<file path="src/sv/multi_lane_i2c_angle_reader_defines.svh">
// Assertion macros shared by the reader's modules.
`ifndef MULTI_LANE_I2C_ANGLE_READER_DEFINES_SVH
`define MULTI_LANE_I2C_ANGLE_READER_DEFINES_SVH

`ifndef SYNTHESIS
`define MLAR_ASSERT_IMP(label, clk, rst, ante, cons, msg) \
   label: assert property (@(posedge clk) disable iff (rst) (ante) |-> (cons)) else $error(msg);
`define MLAR_ASSERT_NXT(label, clk, rst, ante, cons, msg) \
   label: assert property (@(posedge clk) disable iff (rst) (ante) |=> (cons)) else $error(msg);
`else
`define MLAR_ASSERT_IMP(label, clk, rst, ante, cons, msg)
`define MLAR_ASSERT_NXT(label, clk, rst, ante, cons, msg)
`endif

`endif

</file>
<file path="src/sv/mlar_pkg.sv">
`default_nettype none

package mlar_pkg;

   localparam int LANE_MAX      = 8;
   localparam int LANES_DEFAULT = 8;

   localparam logic [1:0] KIND_TICK   = 2'd0;
   localparam logic [1:0] KIND_STATUS = 2'd1;
   localparam logic [1:0] KIND_ANGLE  = 2'd2;

   localparam logic CSR_LANE_ENABLE    = 1'b0;
   localparam logic CSR_DEVICE_ADDRESS = 1'b1;

   localparam logic [7:0] ENABLE_RESET  = 8'hFF;
   localparam logic [6:0] ADDRESS_RESET = 7'h36;

   localparam logic [7:0] REG_STATUS = 8'h0B;
   localparam logic [7:0] REG_ANGLE  = 8'h0C;

   localparam logic [7:0] STATUS_MD = 8'h20;
   localparam logic [7:0] STATUS_ML = 8'h10;
   localparam logic [7:0] STATUS_MH = 8'h08;

   localparam logic [1:0] MAG_NONE   = 2'd0;
   localparam logic [1:0] MAG_WEAK   = 2'd1;
   localparam logic [1:0] MAG_STRONG = 2'd2;
   localparam logic [1:0] MAG_NORMAL = 2'd3;

   localparam logic [1:0] LINE_NONE = 2'd0;
   localparam logic [1:0] LINE_KEEP = 2'd1;
   localparam logic [1:0] LINE_LOW  = 2'd2;
   localparam logic [1:0] LINE_HIGH = 2'd3;

   localparam logic [7:0] LINES_RELEASED = 8'hFF;

   typedef struct packed {
      logic       clear;
      logic       sample_ack;
      logic       sample_data;
      logic       finish;
      logic       status_read;
      logic [1:0] scl_op;
      logic [1:0] sda_op;
   } lane_ctl_type;

   function automatic logic [1:0] magnet_code(input logic [7:0] d);
      logic [1:0] code;
      if ((d & STATUS_MD) == 8'd0) begin
         code = MAG_NONE;
      end else if ((d & STATUS_ML) != 8'd0) begin
         code = MAG_WEAK;
      end else if ((d & STATUS_MH) != 8'd0) begin
         code = MAG_STRONG;
      end else begin
         code = MAG_NORMAL;
      end
      return code;
   endfunction

   // A lane that is not active is always released by a keep or a low.
   function automatic logic line_next(input logic cur, input logic act, input logic [1:0] op);
      logic lv;
      case (op)
         LINE_NONE: lv = cur;
         LINE_KEEP: lv = cur | ~act;
         LINE_LOW:  lv = ~act;
         LINE_HIGH: lv = 1'b1;
         default:   lv = cur;
      endcase
      return lv;
   endfunction

endpackage

`default_nettype wire

</file>
<file path="src/sv/multi_lane_i2c_angle_reader.sv">
// Channel   Direction  Handshake               Payload
// req       in         req_tvalid/req_tready   tdata sda_in, tuser kind
// rsp       out        rsp_tvalid/rsp_tready   tdata line state and lane report, tuser, tlast
// csr       in         csr_we                  csr_index, csr_wdata
//
// An item is accepted in every cycle while results flow; each item yields one line-state item.
// The stop tick of a read also yields one report item per enabled lane, and the output stage
// holds req_tready low while those drain.
// A low rsp_tready holds the output register and, through it, the input.
// Reset is synchronous and active high; lines come out of reset released.
`default_nettype none

module multi_lane_i2c_angle_reader #(
   parameter int LANES = mlar_pkg::LANES_DEFAULT
) (
   input  wire         clock,
   input  wire         reset,
   input  wire         req_tvalid,
   output logic        req_tready,
   input  wire  [7:0]  req_tdata,   // [7:0] sda_in
   input  wire  [1:0]  req_tuser,   // [1:0] kind
   output logic        rsp_tvalid,
   input  wire         rsp_tready,
   output logic [39:0] rsp_tdata,   // [7:0] scl_out, [15:8] sda_out, [16] busy_res,
                                    // [19:17] lane, [20] online, [36:21] angle, [38:37] magnet
   output logic        rsp_tuser,   // [0] report_valid
   output logic        rsp_tlast,   // last
   input  wire         csr_we,
   input  wire         csr_index,
   input  wire  [7:0]  csr_wdata
);

   localparam int NL = (LANES > mlar_pkg::LANE_MAX) ? mlar_pkg::LANE_MAX
                     : ((LANES < 1) ? 1 : LANES);

   logic [7:0] enable_ff, enable_in;
   logic [6:0] address_ff, address_in;

   logic                   accept;
   mlar_pkg::lane_ctl_type ctl;
   logic                   busy_next;
   logic [7:0]             en_lanes;
   logic [7:0]             scl_next;
   logic [7:0]             sda_next;
   logic [7:0]             lane_online;
   logic [7:0][15:0]       lane_angle;
   logic [7:0][1:0]        lane_magnet;

   always_comb begin
      enable_in  = enable_ff;
      address_in = address_ff;
      if (csr_we) begin
         case (csr_index)
            mlar_pkg::CSR_LANE_ENABLE:    enable_in  = csr_wdata;
            mlar_pkg::CSR_DEVICE_ADDRESS: address_in = csr_wdata[6:0];
            default: begin
            end
         endcase
      end
   end

   always_ff @(posedge clock) begin
      if (reset) begin
         enable_ff  <= mlar_pkg::ENABLE_RESET;
         address_ff <= mlar_pkg::ADDRESS_RESET;
      end else begin
         enable_ff  <= enable_in;
         address_ff <= address_in;
      end
   end

   assign accept = req_tvalid && req_tready;

   mlar_seq u_seq (
      .clock          (clock),
      .reset          (reset),
      .accept         (accept),
      .kind           (req_tuser),
      .en_any         (en_lanes != 8'd0),
      .device_address (address_ff),
      .ctl            (ctl),
      .busy_next      (busy_next)
   );

   for (genvar i = 0; i < mlar_pkg::LANE_MAX; i++) begin : g_lane
      if (i < NL) begin : g_used
         assign en_lanes[i] = enable_ff[i];
         mlar_lane u_lane (
            .clock    (clock),
            .reset    (reset),
            .ctl      (ctl),
            .enable   (enable_ff[i]),
            .sda_bit  (req_tdata[i]),
            .scl_next (scl_next[i]),
            .sda_next (sda_next[i]),
            .online   (lane_online[i]),
            .angle    (lane_angle[i]),
            .magnet   (lane_magnet[i])
         );
      end else begin : g_unused
         assign en_lanes[i]    = 1'b0;
         assign scl_next[i]    = 1'b1;
         assign sda_next[i]    = 1'b1;
         assign lane_online[i] = 1'b0;
         assign lane_angle[i]  = 16'd0;
         assign lane_magnet[i] = mlar_pkg::MAG_NONE;
      end
   end

   mlar_merge u_merge (
      .clock       (clock),
      .reset       (reset),
      .load        (accept),
      .scl_line    (scl_next),
      .sda_line    (sda_next),
      .busy        (busy_next),
      .finish      (ctl.finish),
      .report_mask (en_lanes),
      .lane_online (lane_online),
      .lane_angle  (lane_angle),
      .lane_magnet (lane_magnet),
      .in_ready    (req_tready),
      .rsp_tvalid  (rsp_tvalid),
      .rsp_tready  (rsp_tready),
      .rsp_tdata   (rsp_tdata),
      .rsp_tuser   (rsp_tuser),
      .rsp_tlast   (rsp_tlast)
   );

endmodule

`default_nettype wire

</file>
<file path="src/sv/mlar_seq.sv">
`default_nettype none
`include "multi_lane_i2c_angle_reader_defines.svh"

module mlar_seq (
   input  wire                   clock,
   input  wire                   reset,
   input  wire                   accept,
   input  wire  [1:0]            kind,
   input  wire                   en_any,
   input  wire  [6:0]            device_address,
   output mlar_pkg::lane_ctl_type ctl,
   output logic                  busy_next
);

   localparam logic [3:0] SEG_IDLE    = 4'd0;
   localparam logic [3:0] SEG_START   = 4'd1;
   localparam logic [3:0] SEG_ADDRW   = 4'd2;
   localparam logic [3:0] SEG_REG     = 4'd3;
   localparam logic [3:0] SEG_RESTART = 4'd4;
   localparam logic [3:0] SEG_ADDRR   = 4'd5;
   localparam logic [3:0] SEG_DHI     = 4'd6;
   localparam logic [3:0] SEG_DLO     = 4'd7;
   localparam logic [3:0] SEG_STOP    = 4'd8;

   logic [5:0] phase_ff, phase_in;
   logic [3:0] bc_ff, bc_in;
   logic [1:0] cmd_ff, cmd_in;

   logic [3:0] seg;
   logic [1:0] sub;
   logic       is_write;
   logic       bc_hi;
   logic [7:0] tx_byte;
   logic       tx_bit;
   logic       bit_level;
   logic [4:0] bc_plus;
   logic [3:0] seg_after;

   always_comb begin
      seg      = phase_ff[5:2];
      sub      = phase_ff[1:0];
      is_write = (seg == SEG_ADDRW) || (seg == SEG_REG) || (seg == SEG_ADDRR);
      bc_hi    = (bc_ff >= 4'd8);
      case (seg)
         SEG_ADDRW: tx_byte = {device_address, 1'b0};
         SEG_ADDRR: tx_byte = {device_address, 1'b1};
         default:   tx_byte = (cmd_ff == mlar_pkg::KIND_STATUS) ? mlar_pkg::REG_STATUS
                                                               : mlar_pkg::REG_ANGLE;
      endcase
      tx_bit = tx_byte[~bc_ff[2:0]];
      if (is_write && !bc_hi) begin
         bit_level = tx_bit;
      end else if (!is_write && bc_hi) begin
         bit_level = !((seg == SEG_DHI) && (cmd_ff == mlar_pkg::KIND_ANGLE));
      end else begin
         bit_level = 1'b1;
      end
      bc_plus   = {1'b0, bc_ff} + 5'd1;
      seg_after = ((seg == SEG_DHI) && (cmd_ff != mlar_pkg::KIND_ANGLE)) ? SEG_STOP
                                                                        : seg + 4'd1;
   end

   always_comb begin
      phase_in = phase_ff;
      bc_in    = bc_ff;
      cmd_in   = cmd_ff;
      ctl      = '0;
      ctl.status_read = (cmd_ff == mlar_pkg::KIND_STATUS);
      if (accept) begin
         if (kind == mlar_pkg::KIND_STATUS || kind == mlar_pkg::KIND_ANGLE) begin
            if (seg == SEG_IDLE && en_any) begin
               ctl.clear = 1'b1;
               cmd_in    = kind;
               bc_in     = 4'd0;
               phase_in  = {SEG_START, 2'd0};
            end
         end else if (kind == mlar_pkg::KIND_TICK) begin
            case (seg)
               SEG_IDLE: begin
               end
               SEG_START, SEG_RESTART: begin
                  case (sub)
                     2'd0: begin
                        ctl.scl_op = mlar_pkg::LINE_KEEP;
                        ctl.sda_op = mlar_pkg::LINE_HIGH;
                     end
                     2'd1: begin
                        ctl.scl_op = mlar_pkg::LINE_HIGH;
                        ctl.sda_op = mlar_pkg::LINE_KEEP;
                     end
                     2'd2: begin
                        ctl.scl_op = mlar_pkg::LINE_KEEP;
                        ctl.sda_op = mlar_pkg::LINE_LOW;
                     end
                     default: begin
                        ctl.scl_op = mlar_pkg::LINE_LOW;
                        ctl.sda_op = mlar_pkg::LINE_KEEP;
                     end
                  endcase
                  if (sub == 2'd3) begin
                     bc_in    = 4'd0;
                     phase_in = {seg + 4'd1, 2'd0};
                  end else begin
                     phase_in = {seg, sub + 2'd1};
                  end
               end
               SEG_STOP: begin
                  case (sub)
                     2'd0: begin
                        ctl.scl_op = mlar_pkg::LINE_KEEP;
                        ctl.sda_op = mlar_pkg::LINE_LOW;
                        phase_in   = {seg, 2'd1};
                     end
                     2'd1: begin
                        ctl.scl_op = mlar_pkg::LINE_HIGH;
                        ctl.sda_op = mlar_pkg::LINE_KEEP;
                        phase_in   = {seg, 2'd2};
                     end
                     default: begin
                        ctl.scl_op = mlar_pkg::LINE_KEEP;
                        ctl.sda_op = mlar_pkg::LINE_HIGH;
                        ctl.finish = 1'b1;
                        phase_in   = {SEG_IDLE, 2'd0};
                        bc_in      = 4'd0;
                     end
                  endcase
               end
               SEG_ADDRW, SEG_REG, SEG_ADDRR, SEG_DHI, SEG_DLO: begin
                  case (sub)
                     2'd0: begin
                        ctl.scl_op = mlar_pkg::LINE_KEEP;
                        ctl.sda_op = bit_level ? mlar_pkg::LINE_HIGH : mlar_pkg::LINE_LOW;
                        phase_in   = {seg, 2'd1};
                     end
                     2'd1: begin
                        ctl.scl_op = mlar_pkg::LINE_HIGH;
                        ctl.sda_op = mlar_pkg::LINE_KEEP;
                        phase_in   = {seg, 2'd2};
                     end
                     2'd2: begin
                        ctl.sample_ack  = is_write && bc_hi;
                        ctl.sample_data = !is_write && !bc_hi;
                        ctl.scl_op      = mlar_pkg::LINE_LOW;
                        ctl.sda_op      = mlar_pkg::LINE_KEEP;
                        if (bc_plus >= 5'd9) begin
                           bc_in    = 4'd0;
                           phase_in = {seg_after, 2'd0};
                        end else begin
                           bc_in    = bc_plus[3:0];
                           phase_in = {seg, 2'd0};
                        end
                     end
                     default: begin
                        ctl.scl_op = mlar_pkg::LINE_HIGH;
                        ctl.sda_op = mlar_pkg::LINE_HIGH;
                        phase_in   = {SEG_IDLE, 2'd0};
                        bc_in      = 4'd0;
                     end
                  endcase
               end
               default: begin
                  ctl.scl_op = mlar_pkg::LINE_HIGH;
                  ctl.sda_op = mlar_pkg::LINE_HIGH;
                  phase_in   = {SEG_IDLE, 2'd0};
                  bc_in      = 4'd0;
               end
            endcase
         end
      end
      busy_next = (phase_in[5:2] != SEG_IDLE);
   end

   always_ff @(posedge clock) begin
      if (reset) begin
         phase_ff <= {SEG_IDLE, 2'd0};
         bc_ff    <= 4'd0;
         cmd_ff   <= mlar_pkg::KIND_TICK;
      end else begin
         phase_ff <= phase_in;
         bc_ff    <= bc_in;
         cmd_ff   <= cmd_in;
      end
   end

   `MLAR_ASSERT_IMP(a_clear_from_idle, clock, reset, ctl.clear, phase_ff[5:2] == SEG_IDLE, "read started while busy")
   `MLAR_ASSERT_IMP(a_bit_count_range, clock, reset, phase_ff[5:2] != SEG_IDLE, bc_ff <= 4'd8, "bit count out of range")
   `MLAR_ASSERT_NXT(a_finish_idles, clock, reset, ctl.finish, phase_ff == {SEG_IDLE, 2'd0}, "sequencer not idle after stop")

endmodule

`default_nettype wire

</file>
<file path="src/sv/mlar_lane.sv">
`default_nettype none

module mlar_lane (
   input  wire                    clock,
   input  wire                    reset,
   input  wire mlar_pkg::lane_ctl_type ctl,
   input  wire                    enable,
   input  wire                    sda_bit,
   output logic                   scl_next,
   output logic                   sda_next,
   output logic                   online,
   output logic [15:0]            angle,
   output logic [1:0]             magnet
);

   logic        err_ff, err_in;
   logic [15:0] shift_ff, shift_in;
   logic        scl_line_ff, scl_line_in;
   logic        sda_line_ff, sda_line_in;
   logic        online_ff, online_in;
   logic [15:0] angle_ff, angle_in;
   logic [1:0]  magnet_ff, magnet_in;

   logic act_now;
   logic act_drive;

   always_comb begin
      act_now  = enable & ~err_ff;
      err_in   = err_ff;
      shift_in = shift_ff;
      if (ctl.clear) begin
         err_in   = 1'b0;
         shift_in = 16'd0;
      end else begin
         if (ctl.sample_ack && act_now && sda_bit) begin
            err_in = 1'b1;
         end
         if (ctl.sample_data && act_now) begin
            shift_in = {shift_ff[14:0], sda_bit};
         end
      end
      // The clock is lowered after the acknowledge sample, so a lane that just failed releases.
      act_drive   = enable & ~err_in;
      scl_line_in = mlar_pkg::line_next(scl_line_ff, act_drive, ctl.scl_op);
      sda_line_in = mlar_pkg::line_next(sda_line_ff, act_drive, ctl.sda_op);

      online_in = online_ff;
      angle_in  = angle_ff;
      magnet_in = magnet_ff;
      if (ctl.finish && enable) begin
         online_in = ~err_ff;
         if (ctl.status_read) begin
            magnet_in = err_ff ? mlar_pkg::MAG_NONE : mlar_pkg::magnet_code(shift_ff[7:0]);
         end else begin
            angle_in = err_ff ? 16'd0 : shift_ff;
         end
      end
   end

   always_ff @(posedge clock) begin
      if (reset) begin
         err_ff      <= 1'b0;
         shift_ff    <= 16'd0;
         scl_line_ff <= 1'b1;
         sda_line_ff <= 1'b1;
         online_ff   <= 1'b0;
         angle_ff    <= 16'd0;
         magnet_ff   <= mlar_pkg::MAG_NONE;
      end else begin
         err_ff      <= err_in;
         shift_ff    <= shift_in;
         scl_line_ff <= scl_line_in;
         sda_line_ff <= sda_line_in;
         online_ff   <= online_in;
         angle_ff    <= angle_in;
         magnet_ff   <= magnet_in;
      end
   end

   assign scl_next = scl_line_in;
   assign sda_next = sda_line_in;
   assign online   = online_ff;
   assign angle    = angle_ff;
   assign magnet   = magnet_ff;

endmodule

`default_nettype wire

</file>
<file path="src/sv/mlar_merge.sv">
`default_nettype none
`include "multi_lane_i2c_angle_reader_defines.svh"

module mlar_merge (
   input  wire               clock,
   input  wire               reset,
   input  wire               load,
   input  wire  [7:0]        scl_line,
   input  wire  [7:0]        sda_line,
   input  wire               busy,
   input  wire               finish,
   input  wire  [7:0]        report_mask,
   input  wire  [7:0]        lane_online,
   input  wire  [7:0][15:0]  lane_angle,
   input  wire  [7:0][1:0]   lane_magnet,
   output logic              in_ready,
   output logic              rsp_tvalid,
   input  wire               rsp_tready,
   output logic [39:0]       rsp_tdata,
   output logic              rsp_tuser,
   output logic              rsp_tlast
);

   logic        valid_ff, valid_in;
   logic [7:0]  pend_ff, pend_in;
   logic [7:0]  scl_ff, scl_in;
   logic [7:0]  sda_ff, sda_in;
   logic        busy_ff, busy_in;
   logic        rv_ff, rv_in;
   logic [2:0]  lane_ff, lane_in;
   logic        online_ff, online_in;
   logic [15:0] angle_ff, angle_in;
   logic [1:0]  magnet_ff, magnet_in;
   logic        last_ff, last_in;

   logic       take;
   logic [2:0] sel;
   logic [7:0] pend_rest;

   always_comb begin
      sel = 3'd0;
      for (int i = mlar_pkg::LANE_MAX - 1; i >= 0; i--) begin
         if (pend_ff[i]) begin
            sel = 3'(i);
         end
      end
      pend_rest = pend_ff & ~(8'd1 << sel);
   end

   assign take     = valid_ff && rsp_tready;
   assign in_ready = !valid_ff || (rsp_tready && (pend_ff == 8'd0));

   always_comb begin
      valid_in  = valid_ff;
      pend_in   = pend_ff;
      scl_in    = scl_ff;
      sda_in    = sda_ff;
      busy_in   = busy_ff;
      rv_in     = rv_ff;
      lane_in   = lane_ff;
      online_in = online_ff;
      angle_in  = angle_ff;
      magnet_in = magnet_ff;
      last_in   = last_ff;
      if (load) begin
         valid_in  = 1'b1;
         pend_in   = finish ? report_mask : 8'd0;
         scl_in    = scl_line;
         sda_in    = sda_line;
         busy_in   = busy;
         rv_in     = 1'b0;
         lane_in   = 3'd0;
         online_in = 1'b0;
         angle_in  = 16'd0;
         magnet_in = mlar_pkg::MAG_NONE;
         last_in   = 1'b0;
      end else if (take) begin
         if (pend_ff != 8'd0) begin
            scl_in    = mlar_pkg::LINES_RELEASED;
            sda_in    = mlar_pkg::LINES_RELEASED;
            busy_in   = 1'b0;
            rv_in     = 1'b1;
            lane_in   = sel;
            online_in = lane_online[sel];
            angle_in  = lane_angle[sel];
            magnet_in = lane_magnet[sel];
            last_in   = (pend_rest == 8'd0);
            pend_in   = pend_rest;
         end else begin
            valid_in = 1'b0;
         end
      end
   end

   always_ff @(posedge clock) begin
      if (reset) begin
         valid_ff <= 1'b0;
         pend_ff  <= 8'd0;
      end else begin
         valid_ff <= valid_in;
         pend_ff  <= pend_in;
      end
   end

   always_ff @(posedge clock) begin
      scl_ff    <= scl_in;
      sda_ff    <= sda_in;
      busy_ff   <= busy_in;
      rv_ff     <= rv_in;
      lane_ff   <= lane_in;
      online_ff <= online_in;
      angle_ff  <= angle_in;
      magnet_ff <= magnet_in;
      last_ff   <= last_in;
   end

   assign rsp_tvalid = valid_ff;
   assign rsp_tdata  = {1'b0, magnet_ff, angle_ff, online_ff, lane_ff, busy_ff, sda_ff, scl_ff};
   assign rsp_tuser  = rv_ff;
   assign rsp_tlast  = last_ff;

   `MLAR_ASSERT_NXT(a_load_shows, clock, reset, load, valid_ff, "loaded item not presented")
   `MLAR_ASSERT_IMP(a_last_drained, clock, reset, valid_ff && last_ff, pend_ff == 8'd0, "reports pending after last")
   `MLAR_ASSERT_IMP(a_pend_valid, clock, reset, pend_ff != 8'd0, valid_ff && !in_ready, "pending reports without output")

endmodule

`default_nettype wire
</file>
<file path="config.mk">
export PLATFORM = sky130hd
export DESIGN_NAME = multi_lane_i2c_angle_reader
export DESIGN_NICKNAME = d
export VERILOG_FILES = /design/src/sv/mlar_pkg.sv /design/src/sv/multi_lane_i2c_angle_reader.sv /design/src/sv/mlar_seq.sv /design/src/sv/mlar_lane.sv /design/src/sv/mlar_merge.sv
export VERILOG_INCLUDE_DIRS = /design/src /design/src/sv
export SDC_FILE = /design/constraint.sdc
export NUM_CORES = 1
export LEC_CHECK = 0
export ABC_AREA = 1
export ABC_CLOCK_PERIOD_IN_PS = 8200
export BUFFER_PORTS_ARGS = -buffer_cell sky130_fd_sc_hd__buf_2
export CORE_MARGIN = 2
export CORE_UTILIZATION = 65
export CTS_CLUSTER_DIAMETER = 200
export DETAILED_ROUTE_END_ITERATION = 10
export PLACE_DENSITY = 0.95
export SLEW_MARGIN = 20
export SYNTH_ARGS = -nofsm -noshare
export SYNTH_HDL_FRONTEND = slang
export SYNTH_HIERARCHICAL = 1
export SYNTH_SLANG_ARGS = --single-unit
</file>
<file path="constraint.sdc">
create_clock -name clock -period 8.2 [get_ports clock]
set_clock_uncertainty 0.1 [all_clocks]
set_input_delay 1.64 -clock clock [delete_from_list [all_inputs] [get_ports clock]]
set_output_delay 1.64 -clock clock [all_outputs]
set_load 0.05 [all_outputs]
</file>
==> impl_metrics.csv, run 1 <==
group,metric,value,unit
run_status,outcome,"finished, final reports clean",
min_path,hold_path.class,"flip-flop to flip-flop",
logic_synthesis,synth_top_area_cell,"dfxtp_1",
die,die_area,28150,um2
die,row_count,59,
drt,ant_nets,0,
die,initial_utilization,66.54,%
grt,antenna_found_initial,5,
clock_tree,clock_latency,0.55,ns
sta,layout_min_cycle_time,5.049,ns
worst_setup_path,critical_path.top_delay_family,"simple AND/OR/NAND/NOR gates",
clock_tree,post_cts.repair.setup_buffers,0,
logic_synthesis,synthCells,2362,
logic_synthesis,syn_area,17440,um2
logic_synthesis,yosys-top-cells-count,"nand2_1, dfxtp_1, nand3_1, a21oi_1, inv_1",
logic_synthesis,yosysTopAreaCellShare,41.79,%
worst_setup_path,critPathBufInv,8,
sta,max_slew.worst_pin.slew,1.050,ns
sta,fmax,0.1981,GHz
sta,period_share,61.57,%
placed_design,pre_cts_ws,3.086,ns
grt,grt_first_pass_wirelength,77.14,mm
grt,grt_pass1_vias,15148,
clock_tree,cts_hold_buf,0,
power,ir_worst_vdd,0.0001875,V
sta,worst_slack,3.151,ns
placed_design,port_buffers,66,
worst_setup_path,worst_setup_path_start_kind,"flip-flop",
logic_synthesis,ys.flop_type,"dfxtp_1",
layout,fin_cells,2720,
logic_synthesis,synth.most_common_cell,"nand2_1",
drt,drcViolationCount,0,
clock_tree,cts_tree,"yes",
logic_synthesis,ys_ff_latch,381,
sta,slew_viol_final,0,
sta,hold_violations,0,
worst_setup_path,path_max_fanout,37,
logic_synthesis,syn-mean-instance-area,7.383,um2
logic_synthesis,synth_cell_types,42,
placed_design,hpwl,32.94,mm
grt,grt_usage,33.64,%
run,drv_cap,0,
worst_setup_path,path_class,"flip-flop to flip-flop",
clock_tree,cts.sinks,381,
placed_design,dp_cells,2658,
grt,grt_start_max_net_pins,99,
die,ioPinCount,68,
sta,slew_headroom,30.01,%
sta,setup_tns,0,ns
worst_setup_path,critPathSlowestCell,"nor4_2",
clock_tree,cts_buffers,38,
logic_synthesis,yosysWarnings,6,
worst_setup_path,worstPathArrival,5.40,ns
power,p_leak,7.165,nW
clock_tree,cts-resized-gates,0,
sta,rsz0062_at_grt,"no",
logic_synthesis,async_reset_ff_share,0,%
layout,drive_gt1_share,10.61,%
clock_tree,cts_root_buf,"clkbuf_16",
placed_design,routabilityCongestion,0.9307,
clock_tree,clk_pin_slew,0.06,ns
worst_setup_path,crit_chain,"inv_2 > nand2_2 > inv_2 > nand2_1 > nor2_1 > nand2_1 > nand2_1 > nand2_1 > inv_1 > inv_1 > nor2_1 > inv_1 > nor2_1 > inv_1 > nor2_1 > inv_1 > nor4_2 > buf_4 > nand2_1 > nor2_4 > nand2_1 > a21oi_1",
grt,grt-ovfl-total,0,
die,die_w,167.8,um
die,core_area,26210,um2
drt,dr.first_iter.drc_count,2172,
worst_setup_path,max_stage_delay,0.57,ns
logic_synthesis,synth_edf_count,17,
worst_setup_path,end_kind,"flip-flop",
clock_tree,cts_htree_levels,2,
drt,wirelength,48.43,mm
drt,via_per_inst,6.126,
sta,setup_violations,0,
power,power_density,208.3,nW/um2
worst_setup_path,crit_top_cell,"nand2_1",
layout,nets,2400,
drt,drt_first_pass_iters,7,
logic_synthesis,synth_nets,2399,
layout,syn_to_final_growth,7.491,%
drt,wl_per_cell,17.80,um
die,die_y,167.8,um
worst_setup_path,required,8.55,ns
clock_tree,cts_buffer_depth,3,
drt,vias,16662,
logic_synthesis,seq_area_frac_synth,44.72,%
logic_synthesis,synth.area.top_cells,"dfxtp_1, nand2_1, nand3_1",
power,power.total,3.904,mW
==> report_power, final <==
group          total (mW)  internal (mW)  switching, mW
Combinational       0.363         0.0636          0.300
Sequential           1.91           1.88         0.0219
Clock                1.63          0.917          0.718
Total                3.90           2.86           1.04
==> per-layer routing <==
metal  routed length [um]  track usage, %
met1                18590           43.59
met2                22120           54.35
met3                 5538           7.992
met4                 2144           13.72
met5                   38               0
==> per-stage QoR <==
step / cell area (um2) / hold WS [ns] / utilization (%)
6_report: 18740 / 0.3466 / 71.53
5_1_grt: 18740 / 0.3650 / 71.52
4_1_cts: 18740 / 0.3516 / 71.51
3_5_place_dp: 17600 / 0.3371 / 67.16
3_3_place_gp: 17590 / 0.3335 / 67.14
2_1_floorplan: 17440 / 0.3200 / -
==> cell type report <==
class,instances,area [um2]
clock inverter,9,63.81
timing repair buffer,80,437.9
tap,335,419.2
sequential,381,7797
fill,1959,7462
clock buffer,52,1075
inverter,185,694.4
antenna,1,2.502
multi-input combinational,1677,8254
==> final timing paths <==
path | from | endpoint | slack [ns] | cells after the start
worst max register to register | u_merge/pend_ff[0] | g_lane[6].g_used.u_lane/shift_ff[1] | 3.15 | 22
worst min register to register | u_merge/online_ff | u_merge/online_ff | 0.35 | 2
worst min-delay path | u_merge/online_ff | u_merge/online_ff | 0.35 | 2
worst max-delay path | u_merge/pend_ff[0] | g_lane[6].g_used.u_lane/shift_ff[1] | 3.15 | 22
==> layout by cell type (no fill, tap or decap), drive strengths merged <==
cell / netlist / routed
inv: 185 / 187
clkbuf: 30 / 52
clkinv: 0 / 6
nand3: 347 / 347
a41oi: 2 / 2
buf: 89 / 80
clkinvlp: 0 / 1
a22oi: 1 / 1
o21ai: 39 / 39
a221oi: 2 / 2
conb: 1 / 1
nor2: 118 / 118
nand4: 70 / 70
a211oi: 24 / 24
and2: 1 / 1
xor2: 1 / 1
mux2i: 16 / 16
o22ai: 2 / 2
a21oi: 293 / 293
nor4: 2 / 2
a21boi: 1 / 1
nand2: 684 / 684
nand3b: 21 / 21
edfxtp: 17 / 17
or2: 32 / 32
ha: 13 / 13
a31oi: 3 / 3
diode: 0 / 1
nor3: 4 / 4
dfxtp: 364 / 364
==> cells by family after synthesis <==
| family | synth area share (%) |
|---|---|
| flops | 44.72 |
| other cells | 0.02150 |
| mux | 0.9184 |
| xor+xnor | 0.05024 |
| fa+ha+maj | 0.9328 |
| simple gates | 33.98 |
| compound gates | 11.27 |
| buf+inv | 8.115 |
==> state kept, by name, summed over array words and instances, names as in the netlist, 16 cells and up <==
signal,cells
g_lane.g_used.u_lane/angle,128
g_lane.g_used.u_lane/shift_ff,128
g_lane.g_used.u_lane/magnet,16
u_merge/angle_ff,16
==> worst register-to-register path: stages (launching register included) <==
cell and delay, ns:
dfxtp_1 0.36, inv_2 0.50, nand2_2 0.21, inv_2 0.13, nand2_1 0.06, nor2_1 0.24, nand2_1 0.08, nand2_1 0.11
nand2_1 0.06, inv_1 0.24, inv_1 0.19, nor2_1 0.20, inv_1 0.10, nor2_1 0.20, inv_1 0.18, nor2_1 0.17
inv_1 0.09, nor4_2 0.57, buf_4 0.39, nand2_1 0.15, nor2_4 0.31, nand2_1 0.12, a21oi_1 0.20
(Power assumes the default switching activity.)
==> inputs of run 2 (changes only) <==
--- a/config.mk
+++ b/config.mk
@@ -6,14 +6,14 @@
 export SDC_FILE = /design/constraint.sdc
 export NUM_CORES = 1
 export LEC_CHECK = 0
-export ABC_AREA = 1
-export ABC_CLOCK_PERIOD_IN_PS = 8200
+export ABC_AREA = 0
+export ABC_CLOCK_PERIOD_IN_PS = 5100
 export BUFFER_PORTS_ARGS = -buffer_cell sky130_fd_sc_hd__buf_2
 export CORE_MARGIN = 2
-export CORE_UTILIZATION = 65
+export CORE_UTILIZATION = 62
 export CTS_CLUSTER_DIAMETER = 200
 export DETAILED_ROUTE_END_ITERATION = 10
-export PLACE_DENSITY = 0.95
+export PLACE_DENSITY = 0.92
 export SLEW_MARGIN = 20
 export SYNTH_ARGS = -nofsm -noshare
 export SYNTH_HDL_FRONTEND = slang
==> constraint.sdc (replaced) <==
create_clock -name clock -period 5.1 [get_ports clock]
set_clock_uncertainty 0.1 [all_clocks]
set_input_delay 1.02 -clock clock [delete_from_list [all_inputs] [get_ports clock]]
set_output_delay 1.02 -clock clock [all_outputs]
set_load 0.05 [all_outputs]
==> impl_metrics.csv, run 2 <==
group,metric,value,unit
clock_tree,clk_pin_slew,0.06,ns
logic_synthesis,ys.flop_type,"dfxtp_1",
power,power_density,330.4,nW/um2
layout,final_core_util,68.03,%
drt,wirelength,44.65,mm
worst_setup_path,r2r_slack,0.51,ns
clock_tree,post_cts.repair.setup_buffers,0,
clock_tree,cts_buffers,39,
sta,fmax,0.2177,GHz
sta,hold_violations,0,
clock_tree,cts_root_buf,"clkbuf_16",
worst_setup_path,path_class,"flip-flop to flip-flop",
die,row_count,60,
layout,layout_common_cells,"dfxtp_1, a21oi_1, nand2_1",
run_status,outcome,"finished, final reports clean",
logic_synthesis,synthMuxAreaShare,3.579,%
layout,drive_gt1_share,12.00,%
grt,grt_first_pass_wirelength,70.68,mm
worst_setup_path,required,5.24,ns
layout,mostFrequentLayoutCell,"dfxtp_1",
sta,max_slew.worst_pin.slew,1.117,ns
layout,diodes,0,
drt,drcViolationCount,0,
logic_synthesis,ys_ff_latch,381,
layout,syn_to_final_growth,8.439,%
worst_setup_path,end_kind,"flip-flop",
clock_tree,cts_hold_buf,0,
layout,nets,1992,
logic_synthesis,synthCells,1971,
clock_tree,cts-resized-gates,0,
placed_design,port_buffers,66,
power,ir_worst_vdd,0.0002070,V
clock_tree,cts_buffer_depth,3,
drt,ant_nets,0,
clock_tree,cts.sinks,381,
logic_synthesis,yosys.area_share.simple,24.28,%
logic_synthesis,synth_top_family_by_area,"simple AND/OR/NAND/NOR gates",
clock_tree,cts_htree_levels,2,
logic_synthesis,yosys-top-cells-count,"dfxtp_1, a21oi_1, nand2_1, nor2_1, nor3b_1",
power,p_leak,6.053,nW
worst_setup_path,worst_setup_path_start_kind,"flip-flop",
sta,setup_tns,0,ns
logic_synthesis,syn-mean-instance-area,8.531,um2
die,core_area,26800,um2
sta,slew_viol_final,0,
grt,grt_start_max_net_pins,106,
logic_synthesis,synth_compound_gate_area_share,19.74,%
clock_tree,cts_tree,"yes",
placed_design,hpwl,29.34,mm
sta,worst_slack,0.5055,ns
grt,grt_usage,30.41,%
drt,wl_per_cell,19.21,um
grt,grt-ovfl-total,0,
worst_setup_path,path_max_fanout,51,
sta,period_share,90.09,%
logic_synthesis,synth_edf_count,17,
logic_synthesis,syn_area,16810,um2
logic_synthesis,synthAdderAreaFrac,0.9674,%
logic_synthesis,yosysWarnings,6,
layout,num-fill-cells,1966,
die,die_area,28450,um2
sta,setup_violations,0,
die,die_y,168.7,um
grt,grt_pass1_vias,13898,
logic_synthesis,synthXorXnorAreaFrac,0,%
logic_synthesis,synth_cell_types,89,
logic_synthesis,synth_nets,2008,
logic_synthesis,yosysTopAreaCellShare,43.34,%
placed_design,routabilityCongestion,0.9223,
sta,layout_min_cycle_time,4.594,ns
sta,slew_headroom,24.97,%
die,initial_utilization,62.74,%
logic_synthesis,synth.area.top_cells,"dfxtp_1, a21oi_1, nand2_1",
run,drv_cap,0,
drt,via_per_inst,6.380,
sta,rsz0062_at_grt,"no",
logic_synthesis,synth_top_area_cell,"dfxtp_1",
logic_synthesis,async_reset_ff_share,0,%
clock_tree,clock_latency,0.52,ns
grt,antenna_found_initial,1,
min_path,hold_path.class,"flip-flop to flip-flop",
logic_synthesis,seq_area_frac_synth,46.38,%
drt,dr.first_iter.drc_count,2260,
die,ioPinCount,68,
die,die_w,168.7,um
drt,vias,14827,
power,power.total,6.024,mW
logic_synthesis,synth.most_common_cell,"dfxtp_1",
drt,drt_first_pass_iters,7,
layout,ff_latch_area,7797,um2
worst_setup_path,worstPathArrival,4.74,ns
placed_design,pre_cts_ws,0.7057,ns
layout,multi_input_area,8202,um2
==> run 2: cell types whose count changed after synthesis, moves of 67 or more <==
cell / previous run / this run
inv_1: 157 / 19
nand2_1: 666 / 293
nand3_1: 338 / 21
nand4_1: 70 / 3
nor2_1: 96 / 229
nor3b_1: 0 / 129
==> run 2: report_power, final <==
| group | leakage, nW | internal (mW) | total (mW) | switching [mW] |
|---|---|---|---|---|
| sequential | 3.06 | 3.02 | 3.04 | 0.0218 |
| clock | 0.607 | 1.60 | 2.74 | 1.15 |
| combinational | 2.38 | 0.0663 | 0.240 | 0.173 |
| total | 6.05 | 4.68 | 6.02 | 1.34 |
==> run 2: kinds of logic (layout without fill, tap and decap cells) <==
family / Yosys count / in the layout
and+or+nand+nor: 834 / 834
AOI/OAI and AO/OA: 525 / 525
DFF: 381 / 381
buffers and inverters: 165 / 177
muxes: 52 / 52
adders and majority gates: 13 / 13
other: 1 / 1
==> run 2: path summary, 6_finish.rpt <==
| check | from | endpoint | cells after the start |
|---|---|---|---|
| setup / recovery | u_merge/pend_ff[0] | u_merge/scl_ff[1] | 10 |
| hold reg to reg | g_lane[7].g_used.u_lane/shift_ff[15] | g_lane[7].g_used.u_lane/shift_ff[15] | 2 |
| setup reg to reg | u_merge/pend_ff[0] | u_merge/scl_ff[1] | 10 |
| hold / removal | g_lane[7].g_used.u_lane/shift_ff[15] | g_lane[7].g_used.u_lane/shift_ff[15] | 2 |
==> run 2: final cells by class <==
cell class	count	share of cell area (%)
clock buffers	52	5.950
clock inverters	17	0.7755
inverters	20	0.4117
multi-input cells	1425	44.98
flip-flops and latches	381	42.77
well taps	341	2.340
repair buffers	88	2.772
==> run 2: critical path: stages (launching register included) <==
cell and delay, ns:
dfxtp_1 0.50, nor4_1 0.72, nand3_1 0.16, nand2_1 0.15
and2_2 0.18, buf_4 0.49, and2_1 0.84, o21ai_0 0.44
a211oi_1 0.50, nor2_1 0.09, nand2b_1 0.15
==> run 2: metrics by stage <==
step / std cells / instance area (um2) / hold slack, ns
2_1_floorplan: 1971 / 16810 / 0.3315
3_3_place_gp: 2254 / 17000 / 0.3387
3_5_place_dp: 2254 / 17000 / 0.3418
4_1_cts: 2323 / 18220 / 0.3514
5_1_grt: 2324 / 18230 / 0.3775
6_report: 2324 / 18230 / 0.3509
==> run 2: per-layer routing <==
metal | GRT usage (%) | vias up | wire [um]
met2 | 50.23 | 740 | 21090
met4 | 15.03 | 2 | 2150
met3 | 6.219 | 156 | 4055
met5 | 0 | - | 9
met1 | 38.02 | 7010 | 17340
li1 | - | 6919 | -
